### src/depth_hue_colorizer_unit_macros.svh
// Assertion macros for the depth hue colorizer.
// Used by the top level; compiled away when SYNTHESIS is defined.
`ifndef DEPTH_HUE_COLORIZER_UNIT_MACROS_SVH
`define DEPTH_HUE_COLORIZER_UNIT_MACROS_SVH

`ifndef SYNTHESIS
// Checked only while out of reset.
`define DHC_ASSERT(lbl, clk, rstn, prop) \
  lbl: assert property (@(posedge clk) disable iff (!rstn) prop) \
    else $error("dhc assertion failed");
// Checked on every edge, reset included.
`define DHC_ASSERT_ALWAYS(lbl, clk, prop) \
  lbl: assert property (@(posedge clk) prop) \
    else $error("dhc assertion failed");
`else
`define DHC_ASSERT(lbl, clk, rstn, prop)
`define DHC_ASSERT_ALWAYS(lbl, clk, prop)
`endif

`endif

### src/dhc_pkg.sv
// Shared types, constants and window tables of the depth hue colorizer.
// No dependencies.
package dhc_pkg;

  typedef logic [15:0] depth_t;
  typedef logic [7:0]  chan_t;
  typedef logic [12:0] mm_t;
  typedef logic [20:0] prod_t;

  typedef enum logic [1:0] {
    MODE_NARROW_BINNED   = 2'd0,
    MODE_NARROW_UNBINNED = 2'd1,
    MODE_WIDE_BINNED     = 2'd2,
    MODE_WIDE_UNBINNED   = 2'd3
  } mode_t;

  typedef enum logic [2:0] {
    SEC_RED_UP   = 3'd0,
    SEC_RED_DOWN = 3'd1,
    SEC_BLUE_UP  = 3'd2,
    SEC_GRN_DOWN = 3'd3,
    SEC_RED_RISE = 3'd4
  } sector_t;

  localparam chan_t CH_MAX      = 8'hFF;
  localparam int    RECIP_SHIFT = 24;

  localparam int SPAN_NB = 5800 - 500;
  localparam int SPAN_NU = 4000 - 500;
  localparam int SPAN_WB = 3000 - 250;
  localparam int SPAN_WU = 2500 - 250;

  localparam int RECIP_NB = (1 << RECIP_SHIFT) / SPAN_NB;
  localparam int RECIP_NU = (1 << RECIP_SHIFT) / SPAN_NU;
  localparam int RECIP_WB = (1 << RECIP_SHIFT) / SPAN_WB;
  localparam int RECIP_WU = (1 << RECIP_SHIFT) / SPAN_WU;

  // Payload between the window stages and the scaling stages.
  typedef struct packed {
    logic    zero;
    mode_t   mode;
    sector_t sector;
    prod_t   p255;
  } win_t;

  function automatic mm_t win_lo(mode_t m);
    mm_t v;
    unique case (m)
      MODE_NARROW_BINNED:   v = 13'd500;
      MODE_NARROW_UNBINNED: v = 13'd500;
      MODE_WIDE_BINNED:     v = 13'd250;
      MODE_WIDE_UNBINNED:   v = 13'd250;
      default:              v = 13'd500;
    endcase
    return v;
  endfunction

  function automatic mm_t win_hi(mode_t m);
    mm_t v;
    unique case (m)
      MODE_NARROW_BINNED:   v = 13'd5800;
      MODE_NARROW_UNBINNED: v = 13'd4000;
      MODE_WIDE_BINNED:     v = 13'd3000;
      MODE_WIDE_UNBINNED:   v = 13'd2500;
      default:              v = 13'd4000;
    endcase
    return v;
  endfunction

  function automatic mm_t span_of(mode_t m);
    mm_t v;
    unique case (m)
      MODE_NARROW_BINNED:   v = 13'(SPAN_NB);
      MODE_NARROW_UNBINNED: v = 13'(SPAN_NU);
      MODE_WIDE_BINNED:     v = 13'(SPAN_WB);
      MODE_WIDE_UNBINNED:   v = 13'(SPAN_WU);
      default:              v = 13'(SPAN_NU);
    endcase
    return v;
  endfunction

  // floor(2^RECIP_SHIFT / span)
  function automatic mm_t recip_of(mode_t m);
    mm_t v;
    unique case (m)
      MODE_NARROW_BINNED:   v = 13'(RECIP_NB);
      MODE_NARROW_UNBINNED: v = 13'(RECIP_NU);
      MODE_WIDE_BINNED:     v = 13'(RECIP_WB);
      MODE_WIDE_UNBINNED:   v = 13'(RECIP_WU);
      default:              v = 13'(RECIP_NU);
    endcase
    return v;
  endfunction

endpackage

### src/dhc_depth_if.sv
// Depth sample channel: valid/ready plus one 16-bit depth.
// Depends on dhc_pkg.
interface dhc_depth_if;
  logic            valid;
  logic            ready;
  dhc_pkg::depth_t depth;

  modport source(output valid, output depth, input ready);
  modport sink(input valid, input depth, output ready);
endinterface

### src/dhc_rgb_if.sv
// Color result channel: valid/ready plus red, green and blue.
// Depends on dhc_pkg.
interface dhc_rgb_if;
  logic           valid;
  logic           ready;
  dhc_pkg::chan_t red;
  dhc_pkg::chan_t green;
  dhc_pkg::chan_t blue;

  modport source(output valid, output red, output green, output blue, input ready);
  modport sink(input valid, input red, input green, input blue, output ready);
endinterface

### src/dhc_window.sv
// Stages 1-2: clamp to the mode window, find the hue sector and 255*remainder.
// Depends on dhc_pkg and dhc_depth_if.
module dhc_window (
  input  logic               clk,
  input  logic               rst_n,
  input  dhc_pkg::mode_t     range_sel,
  dhc_depth_if.sink          in_ch,
  output logic               win_valid,
  output dhc_pkg::win_t      win_data,
  input  logic               win_ready
);

  logic                s1_v_r;
  dhc_pkg::mm_t        s1_x_r;
  logic                s1_zero_r;
  dhc_pkg::mode_t      s1_mode_r;
  logic                s2_v_r;
  dhc_pkg::win_t       s2_data_r;

  logic                s1_ready;
  logic                s2_ready;
  dhc_pkg::mm_t        lo;
  dhc_pkg::mm_t        hi;
  dhc_pkg::mm_t        clamped;
  dhc_pkg::mm_t        span;
  logic [14:0]         n;
  logic [14:0]         span1;
  logic [14:0]         span2;
  logic [14:0]         span3;
  logic [14:0]         span4;
  logic [14:0]         base;
  dhc_pkg::sector_t    sector;
  dhc_pkg::mm_t        rem;
  dhc_pkg::win_t       s2_data_nxt;

  assign s2_ready    = !s2_v_r || win_ready;
  assign s1_ready    = !s1_v_r || s2_ready;
  assign in_ch.ready = s1_ready;

  // stage 1: clamp
  always_comb begin
    lo = dhc_pkg::win_lo(range_sel);
    hi = dhc_pkg::win_hi(range_sel);
    if (in_ch.depth > 16'(hi)) begin
      clamped = hi;
    end else if (in_ch.depth < 16'(lo)) begin
      clamped = lo;
    end else begin
      clamped = in_ch.depth[12:0];
    end
  end

  // stage 2: sector and remainder
  always_comb begin
    span  = dhc_pkg::span_of(s1_mode_r);
    n     = {s1_x_r, 2'b00};
    span1 = 15'(span);
    span2 = {1'b0, span, 1'b0};
    span3 = span1 + span2;
    span4 = {span, 2'b00};
    priority if (n >= span4) begin
      sector = dhc_pkg::SEC_RED_RISE;
      base   = span4;
    end else if (n >= span3) begin
      sector = dhc_pkg::SEC_GRN_DOWN;
      base   = span3;
    end else if (n >= span2) begin
      sector = dhc_pkg::SEC_BLUE_UP;
      base   = span2;
    end else if (n >= span1) begin
      sector = dhc_pkg::SEC_RED_DOWN;
      base   = span1;
    end else begin
      sector = dhc_pkg::SEC_RED_UP;
      base   = '0;
    end
    rem                = 13'(n - base);
    s2_data_nxt.zero   = s1_zero_r;
    s2_data_nxt.mode   = s1_mode_r;
    s2_data_nxt.sector = sector;
    s2_data_nxt.p255   = {rem, 8'h00} - 21'(rem);
  end

  always_ff @(posedge clk) begin
    if (!rst_n) begin
      s1_v_r <= 1'b0;
      s2_v_r <= 1'b0;
    end else begin
      if (s1_ready) s1_v_r <= in_ch.valid;
      if (s2_ready) s2_v_r <= s1_v_r;
    end
    if (s1_ready && in_ch.valid) begin
      s1_x_r    <= hi - clamped;
      s1_zero_r <= (in_ch.depth == '0);
      s1_mode_r <= range_sel;
    end
    if (s2_ready && s1_v_r) begin
      s2_data_r <= s2_data_nxt;
    end
  end

  assign win_valid = s2_v_r;
  assign win_data  = s2_data_r;

endmodule

### src/dhc_scale.sv
// Stages 3-5: divide 255*remainder by the span via a reciprocal, then pick channels.
// Depends on dhc_pkg and dhc_rgb_if.
module dhc_scale (
  input  logic          clk,
  input  logic          rst_n,
  input  logic          win_valid,
  input  dhc_pkg::win_t win_data,
  output logic          win_ready,
  dhc_rgb_if.source     out_ch
);

  typedef struct packed {
    logic             zero;
    dhc_pkg::mode_t   mode;
    dhc_pkg::sector_t sector;
    dhc_pkg::prod_t   p255;
    dhc_pkg::chan_t   t_est;
  } quot_t;

  typedef struct packed {
    logic             zero;
    dhc_pkg::mode_t   mode;
    dhc_pkg::sector_t sector;
    dhc_pkg::prod_t   p255;
    dhc_pkg::chan_t   t_est;
    dhc_pkg::prod_t   back;
  } back_t;

  logic           s3_v_r;
  quot_t          s3_r;
  logic           s4_v_r;
  back_t          s4_r;
  logic           s5_v_r;
  dhc_pkg::chan_t red_r;
  dhc_pkg::chan_t green_r;
  dhc_pkg::chan_t blue_r;

  logic           s3_ready;
  logic           s4_ready;
  logic           s5_ready;
  logic [33:0]    prod;
  quot_t          s3_nxt;
  back_t          s4_nxt;
  dhc_pkg::mm_t   span5;
  dhc_pkg::prod_t diff;
  logic           over;
  dhc_pkg::prod_t resid;
  dhc_pkg::chan_t t;
  dhc_pkg::chan_t q;
  dhc_pkg::chan_t red_nxt;
  dhc_pkg::chan_t green_nxt;
  dhc_pkg::chan_t blue_nxt;

  assign s5_ready  = !s5_v_r || out_ch.ready;
  assign s4_ready  = !s4_v_r || s5_ready;
  assign s3_ready  = !s3_v_r || s4_ready;
  assign win_ready = s3_ready;

  // stage 3: estimate, equal to the quotient or one below it
  always_comb begin
    prod          = 34'(win_data.p255) * 34'(dhc_pkg::recip_of(win_data.mode));
    s3_nxt.zero   = win_data.zero;
    s3_nxt.mode   = win_data.mode;
    s3_nxt.sector = win_data.sector;
    s3_nxt.p255   = win_data.p255;
    s3_nxt.t_est  = prod[dhc_pkg::RECIP_SHIFT +: 8];
  end

  // stage 4: multiply back
  always_comb begin
    s4_nxt.zero   = s3_r.zero;
    s4_nxt.mode   = s3_r.mode;
    s4_nxt.sector = s3_r.sector;
    s4_nxt.p255   = s3_r.p255;
    s4_nxt.t_est  = s3_r.t_est;
    s4_nxt.back   = 21'(s3_r.t_est) * 21'(dhc_pkg::span_of(s3_r.mode));
  end

  // stage 5: correct, then q = 255 - ceil(p/span)
  always_comb begin
    span5 = dhc_pkg::span_of(s4_r.mode);
    diff  = s4_r.p255 - s4_r.back;
    over  = diff >= 21'(span5);
    resid = over ? diff - 21'(span5) : diff;
    t     = over ? s4_r.t_est + 8'd1 : s4_r.t_est;
    q     = dhc_pkg::CH_MAX - t - 8'(resid != '0);
    unique case (s4_r.sector)
      dhc_pkg::SEC_RED_UP: begin
        red_nxt = dhc_pkg::CH_MAX; green_nxt = t;               blue_nxt = '0;
      end
      dhc_pkg::SEC_RED_DOWN: begin
        red_nxt = q;               green_nxt = dhc_pkg::CH_MAX; blue_nxt = '0;
      end
      dhc_pkg::SEC_BLUE_UP: begin
        red_nxt = '0;              green_nxt = dhc_pkg::CH_MAX; blue_nxt = t;
      end
      dhc_pkg::SEC_GRN_DOWN: begin
        red_nxt = '0;              green_nxt = q;               blue_nxt = dhc_pkg::CH_MAX;
      end
      default: begin
        red_nxt = t;               green_nxt = '0;              blue_nxt = dhc_pkg::CH_MAX;
      end
    endcase
    if (s4_r.zero) begin
      red_nxt   = '0;
      green_nxt = '0;
      blue_nxt  = '0;
    end
  end

  always_ff @(posedge clk) begin
    if (!rst_n) begin
      s3_v_r <= 1'b0;
      s4_v_r <= 1'b0;
      s5_v_r <= 1'b0;
    end else begin
      if (s3_ready) s3_v_r <= win_valid;
      if (s4_ready) s4_v_r <= s3_v_r;
      if (s5_ready) s5_v_r <= s4_v_r;
    end
    if (s3_ready && win_valid) s3_r <= s3_nxt;
    if (s4_ready && s3_v_r) s4_r <= s4_nxt;
    if (s5_ready && s4_v_r) begin
      red_r   <= red_nxt;
      green_r <= green_nxt;
      blue_r  <= blue_nxt;
    end
  end

  assign out_ch.valid = s5_v_r;
  assign out_ch.red   = red_r;
  assign out_ch.green = green_r;
  assign out_ch.blue  = blue_r;

endmodule

### src/depth_hue_colorizer_unit.sv
// Top level of the depth hue colorizer: mode register, window and scale pipelines.
// Depends on dhc_pkg, dhc_depth_if, dhc_rgb_if, dhc_window, dhc_scale and the macro header.
//
// Usage:
//   in_ch  carries one depth sample (mm) per item, valid/ready handshake.
//   out_ch carries one RGB item per input item, in order.
//   cfg_we/cfg_wdata write the 2-bit depth mode; write it only while the pipe is empty.
//   Depth zero gives black; other depths are clamped to the mode window and mapped
//   from blue (near) to red (far).
// Throughput: one item per clock unless out_ch.ready holds the pipe; five register stages
//   (clamp, sector, reciprocal multiply, multiply-back, correct and select).
// Reset: synchronous rst_n empties every stage and sets the mode to narrow unbinned.
// Stall: when out_ch.ready is low, items pack into the empty stages behind the
//   output register; in_ch.ready drops only when all five stages hold an item.
`include "depth_hue_colorizer_unit_macros.svh"

module depth_hue_colorizer_unit (
  input  logic       clk,
  input  logic       rst_n,
  input  logic       cfg_we,
  input  logic [1:0] cfg_wdata,
  dhc_depth_if.sink  in_ch,
  dhc_rgb_if.source  out_ch
);

  dhc_pkg::mode_t range_sel_r;
  logic           win_valid;
  dhc_pkg::win_t  win_data;
  logic           win_ready;
  logic           rgb_has_zero;
  logic           rgb_has_full;
  logic           rgb_is_black;

  always_ff @(posedge clk) begin
    if (!rst_n) begin
      range_sel_r <= dhc_pkg::MODE_NARROW_UNBINNED;
    end else if (cfg_we) begin
      range_sel_r <= dhc_pkg::mode_t'(cfg_wdata);
    end
  end

  dhc_window u_window (
    .clk        (clk),
    .rst_n      (rst_n),
    .range_sel  (range_sel_r),
    .in_ch      (in_ch),
    .win_valid  (win_valid),
    .win_data   (win_data),
    .win_ready  (win_ready)
  );

  dhc_scale u_scale (
    .clk        (clk),
    .rst_n      (rst_n),
    .win_valid  (win_valid),
    .win_data   (win_data),
    .win_ready  (win_ready),
    .out_ch     (out_ch)
  );

  assign rgb_has_zero = (out_ch.red == '0) || (out_ch.green == '0) || (out_ch.blue == '0);
  assign rgb_has_full = (out_ch.red == dhc_pkg::CH_MAX) || (out_ch.green == dhc_pkg::CH_MAX) ||
                        (out_ch.blue == dhc_pkg::CH_MAX);
  assign rgb_is_black = ({out_ch.red, out_ch.green, out_ch.blue} == '0);

  // hue with full saturation: some channel is zero, and one is full unless black
  `DHC_ASSERT(a_min_zero, clk, rst_n, out_ch.valid |-> rgb_has_zero)
  `DHC_ASSERT(a_max_full, clk, rst_n, out_ch.valid |-> (rgb_has_full || rgb_is_black))
  `DHC_ASSERT_ALWAYS(a_rst_empty, clk, !rst_n |=> !out_ch.valid)

endmodule
### src/flat_wrapper.sv
// flat-port wrapper written by rule: the top's interface ports become plain ports
module depth_hue_colorizer_unit_flat 
  (clk, rst_n, cfg_we, cfg_wdata, in_ch_valid, in_ch_depth, in_ch_ready, out_ch_valid, out_ch_red, out_ch_green, out_ch_blue, out_ch_ready);
  dhc_depth_if in_ch_i ();
  dhc_rgb_if out_ch_i ();
  input  logic clk;
  input  logic rst_n;
  input  logic cfg_we;
  input  logic [1:0] cfg_wdata;
  input wire logic [$bits(in_ch_i.valid)-1:0] in_ch_valid;
  input wire logic [$bits(in_ch_i.depth)-1:0] in_ch_depth;
  output wire logic [$bits(in_ch_i.ready)-1:0] in_ch_ready;
  output wire logic [$bits(out_ch_i.valid)-1:0] out_ch_valid;
  output wire logic [$bits(out_ch_i.red)-1:0] out_ch_red;
  output wire logic [$bits(out_ch_i.green)-1:0] out_ch_green;
  output wire logic [$bits(out_ch_i.blue)-1:0] out_ch_blue;
  input wire logic [$bits(out_ch_i.ready)-1:0] out_ch_ready;
  assign in_ch_i.valid = in_ch_valid;
  assign in_ch_i.depth = in_ch_depth;
  assign in_ch_ready = in_ch_i.ready;
  assign out_ch_valid = out_ch_i.valid;
  assign out_ch_red = out_ch_i.red;
  assign out_ch_green = out_ch_i.green;
  assign out_ch_blue = out_ch_i.blue;
  assign out_ch_i.ready = out_ch_ready;
  depth_hue_colorizer_unit u_core (.clk(clk), .rst_n(rst_n), .cfg_we(cfg_we), .cfg_wdata(cfg_wdata), .in_ch(in_ch_i), .out_ch(out_ch_i));
endmodule
### config.mk
export PLATFORM = sky130hd
export DESIGN_NAME = depth_hue_colorizer_unit_flat
export DESIGN_NICKNAME = d
export VERILOG_FILES = /design/src/dhc_pkg.sv /design/src/dhc_depth_if.sv /design/src/dhc_rgb_if.sv /design/src/dhc_window.sv /design/src/dhc_scale.sv /design/src/depth_hue_colorizer_unit.sv /design/src/flat_wrapper.sv
export VERILOG_INCLUDE_DIRS = /design/src /design/src/src
export SDC_FILE = /design/constraint.sdc
export NUM_CORES = 1
export LEC_CHECK = 0
export BUFFER_PORTS_ARGS = -buffer_cell sky130_fd_sc_hd__buf_2
export CORE_ASPECT_RATIO = 1.75
export CORE_MARGIN = 10
export CORE_UTILIZATION = 60
export CTS_BUF_LIST = sky130_fd_sc_hd__clkbuf_4
export CTS_CLUSTER_DIAMETER = 100
export CTS_CLUSTER_SIZE = 40
export DETAILED_ROUTE_END_ITERATION = 6
export PLACE_DENSITY = 0.8
export SYNTH_ARGS = -nofsm -noshare
export SYNTH_HDL_FRONTEND = slang
export SYNTH_SLANG_ARGS = --single-unit
### constraint.sdc
create_clock -name clk -period 7.1 [get_ports clk]
set_input_delay 0.355 -clock clk [delete_from_list [all_inputs] [get_ports clk]]
set_output_delay 0.355 -clock clk [all_outputs]
set_load 0.005 [all_outputs]
==> impl_metrics.env <==
export IMPL_outcome="complete, no violations"
export IMPL_drive_above_1_share=0.0854
export IMPL_cts_root_buffer="clkbuf_4"
export IMPL_max_freq_ghz=0.146
export IMPL_antenna_left=0
export IMPL_dr_total_vias=15800
export IMPL_slowest_delay_ps=530
export IMPL_die_h_um=267
export IMPL_worstHoldPathType="in2reg"
export IMPL_rsz0062_at_grt="true"
export IMPL_synthMuxAreaShare=0.00443
export IMPL_synth_compound_gate_area_share=0.121
export IMPL_synth_edf_count=154
export IMPL_cp_arrival_ps=7240
export IMPL_grt_first_pass_wirelength_um=85000
export IMPL_core_rowCount=90
export IMPL_place_congestion=0.956
export IMPL_core_area_um2=34500
export IMPL_synth_top_family_by_area="adder cells"
export IMPL_finalClockSkew_ps=35.4
export IMPL_route_detailed_drc=0
export IMPL_synthCells=2142
export IMPL_wl_um=52000
export IMPL_clock_path_buffers=2
export IMPL_die_area_um2=43000
export IMPL_crit_family="compound AO/OA/AOI/OAI gates"
export IMPL_place_hpwl_um=43500
export IMPL_fin_hold_ws_ps=47.7
export IMPL_finalNetCount=2709
export IMPL_overflow=0
export IMPL_finalSetupViolations=0
export IMPL_worst_pin_slew_ps=1110
export IMPL_hold_viol=0
export IMPL_synthAdderAreaFrac=0.371
export IMPL_dr_pass1_iters=5
export IMPL_cts_htree_levels=4
export IMPL_yosys_area_top_type="fa_1"
export IMPL_cp_start_kind="flop"
export IMPL_async_flop_share=0
export IMPL_cp_max_fo=6
export IMPL_synth_xor_area_frac=0.0441
export IMPL_critPathKind="reg2reg"
export IMPL_routed_via_density=5.87
export IMPL_synth_seq_cells=161
export IMPL_final_max_slew_viol_count=0
export IMPL_fp_dieW_um=161
export IMPL_synthTopCellsByArea="fa_1, edfxtp_1, ha_1"
export IMPL_timing_final_crit_share=0.964
export IMPL_mostFrequentLayoutCells="inv_1, fa_1, ha_1"
export IMPL_grt_pass1_vias=17300
export IMPL_synthSimpleGateAreaFrac=0.151
export IMPL_path_buf_inv=6
export IMPL_fin_util=0.647
export IMPL_critPathCaptureType="flop"
export IMPL_dr_first_iter_drc_count=722
export IMPL_fill_cells=2795
export IMPL_wl_per_cell_um=19.4
export IMPL_start_util=0.607
export IMPL_layout_commonest_cell="inv_1"
export IMPL_syn_to_final_growth_pct=6.60
export IMPL_grt_max_degree=55
export IMPL_required_ps=7490
export IMPL_antenna_found_initial=1
export IMPL_io_pins=49
export IMPL_relSlewSlack=0.262
export IMPL_ys_seq_area_frac=0.228
export IMPL_cts_tree="yes"
export IMPL_yosys_most_used_dff="edfxtp_1"
export IMPL_track_usage=0.249
export IMPL_cpMaxStageDelayCell="edfxtp_1"
export IMPL_synth_cell_area_um2=20900
export IMPL_drv_cap=0
export IMPL_clock_sinks=161
export IMPL_portBuffers=48
export IMPL_yosysWarnings=0
export IMPL_syn_area_per_cell_um2=9.77
export IMPL_cts_clk_slew_worst_paths_ps=140
export IMPL_synth_cell_type_count=94
export IMPL_yosys_area_top_type_share=0.229
export IMPL_numCtsBuffers=17
export IMPL_clock_latency_ps=630
export IMPL_period_minus_slack_ps=6850
-- per-layer routing --
metal	vias up	global-route usage	share of wire	wire (um)
met5	-	0	0	0
met4	0	0.201	0.086	4450
met3	244	0.0333	0.037	1950
met2	539	0.481	0.56	29000
met1	7700	0.221	0.32	16500
li1	7283	-	-	-
-- state kept, by name, indices dropped and copies added, names as in the netlist, 2 cells and up --
name / flops
u_core.range_sel_r: 2
u_core.u_window.s1_mode_r: 2
u_core.u_window.win_data: 26
u_core.u_window.s1_x_r: 13
u_core.u_scale.out_ch.red: 8
u_core.u_scale.s4_r: 54
u_core.u_scale.out_ch.green: 8
u_core.u_scale.out_ch.blue: 8
u_core.u_scale.s3_r: 34
-- Yosys cell counts (4+ instances only) --
cell type / number
a21boi_0: 12
xnor2_1: 67
nand2_1: 122
dfxtp_1: 7
o21ai_0: 57
a311oi_1: 4
mux2i_1: 7
o2111ai_1: 4
xor2_1: 29
edfxtp_1: 154
or3_1: 4
and4_1: 8
o31ai_1: 11
o31a_1: 4
or4_1: 5
nand3_1: 29
a21o_1: 31
ha_1: 236
o211ai_1: 7
a221oi_1: 13
o21bai_1: 4
and3_1: 9
fa_1: 239
o211a_1: 4
nand4_1: 9
nor3_1: 40
o21ai_1: 4
o21a_1: 21
a31oi_1: 13
a31o_2: 4
nand3b_1: 5
clkbuf_1: 45
a21oi_1: 83
and2_1: 85
inv_1: 389
o22ai_1: 9
nor2b_1: 74
nor4_1: 7
nand2b_1: 80
buf_2: 6
a211oi_1: 18
or2_2: 6
nor2_1: 104
-- path summary, 6_finish.rpt --
path	start	end	slack, ps	cells after the start
worst max register to register	u_core.u_window.s1_mode_r[0]	u_core.u_window.win_data[20]	250	35
worst min-delay path	rst_n	u_core.u_scale.s3_v_r	50	2
worst max-delay path	u_core.u_window.s1_mode_r[0]	u_core.u_window.win_data[20]	250	35
worst min register to register	u_core.u_scale.s3_r[19]	u_core.u_scale.s4_r[40]	410	0
-- cell type report --
| class | instances | area [um2] | share of cell area |
|---|---|---|---|
| Multi-Input combinational cell | 1538 | 14600 | 0.654 |
| Antenna cell | 1 | 2.50 | 0.000112 |
| Clock inverter | 15 | 108 | 0.00482 |
| Sequential cell | 161 | 4760 | 0.214 |
| Timing Repair Buffer | 103 | 678 | 0.0304 |
| Inverter | 390 | 1470 | 0.0658 |
| Tap cell | 460 | 576 | 0.0258 |
| Clock buffer | 17 | 128 | 0.00572 |
-- through the flow --
step / setup slack (ps) / TNS, ps / instances / instance area (um2)
3_5_place_dp: -84.5 / -84.5 / 2637 / 21900
6_report: 254 / 0 / 2685 / 22300
3_3_place_gp: 160 / 0 / 2637 / 21900
5_1_grt: -112 / -296 / 2685 / 22300
2_1_floorplan: 66.8 / 0 / 2143 / 20900
4_1_cts: 40.2 / 0 / 2674 / 22200
-- logic make-up (layout without fill, tap and decap cells) --
kind of cell | count (synthesis) | count (layout)
xor gates and xnor gates | 100 | 100
AOI/OAI and AO/OA | 352 | 352
buffers and inverters | 444 | 525
muxes | 9 | 9
and+or+nand+nor | 598 | 598
other | 1 | 3
adders and majority gates | 477 | 477
DFF | 161 | 161
-- repair_timing --
action / in CTS / in global routing
endpoints found under the setup margin: 2 / 9
hold buffers: 5 / 0
pin swaps: 0 / 2
hold endpoints to repair: 3 / 0
setup buffers: 0 / 10
gates resized for setup: 2 / 25
Power is left out: the tool's default activity adds up to more than one toggle a clock period on the data nets, which glitch-free logic cannot reach.
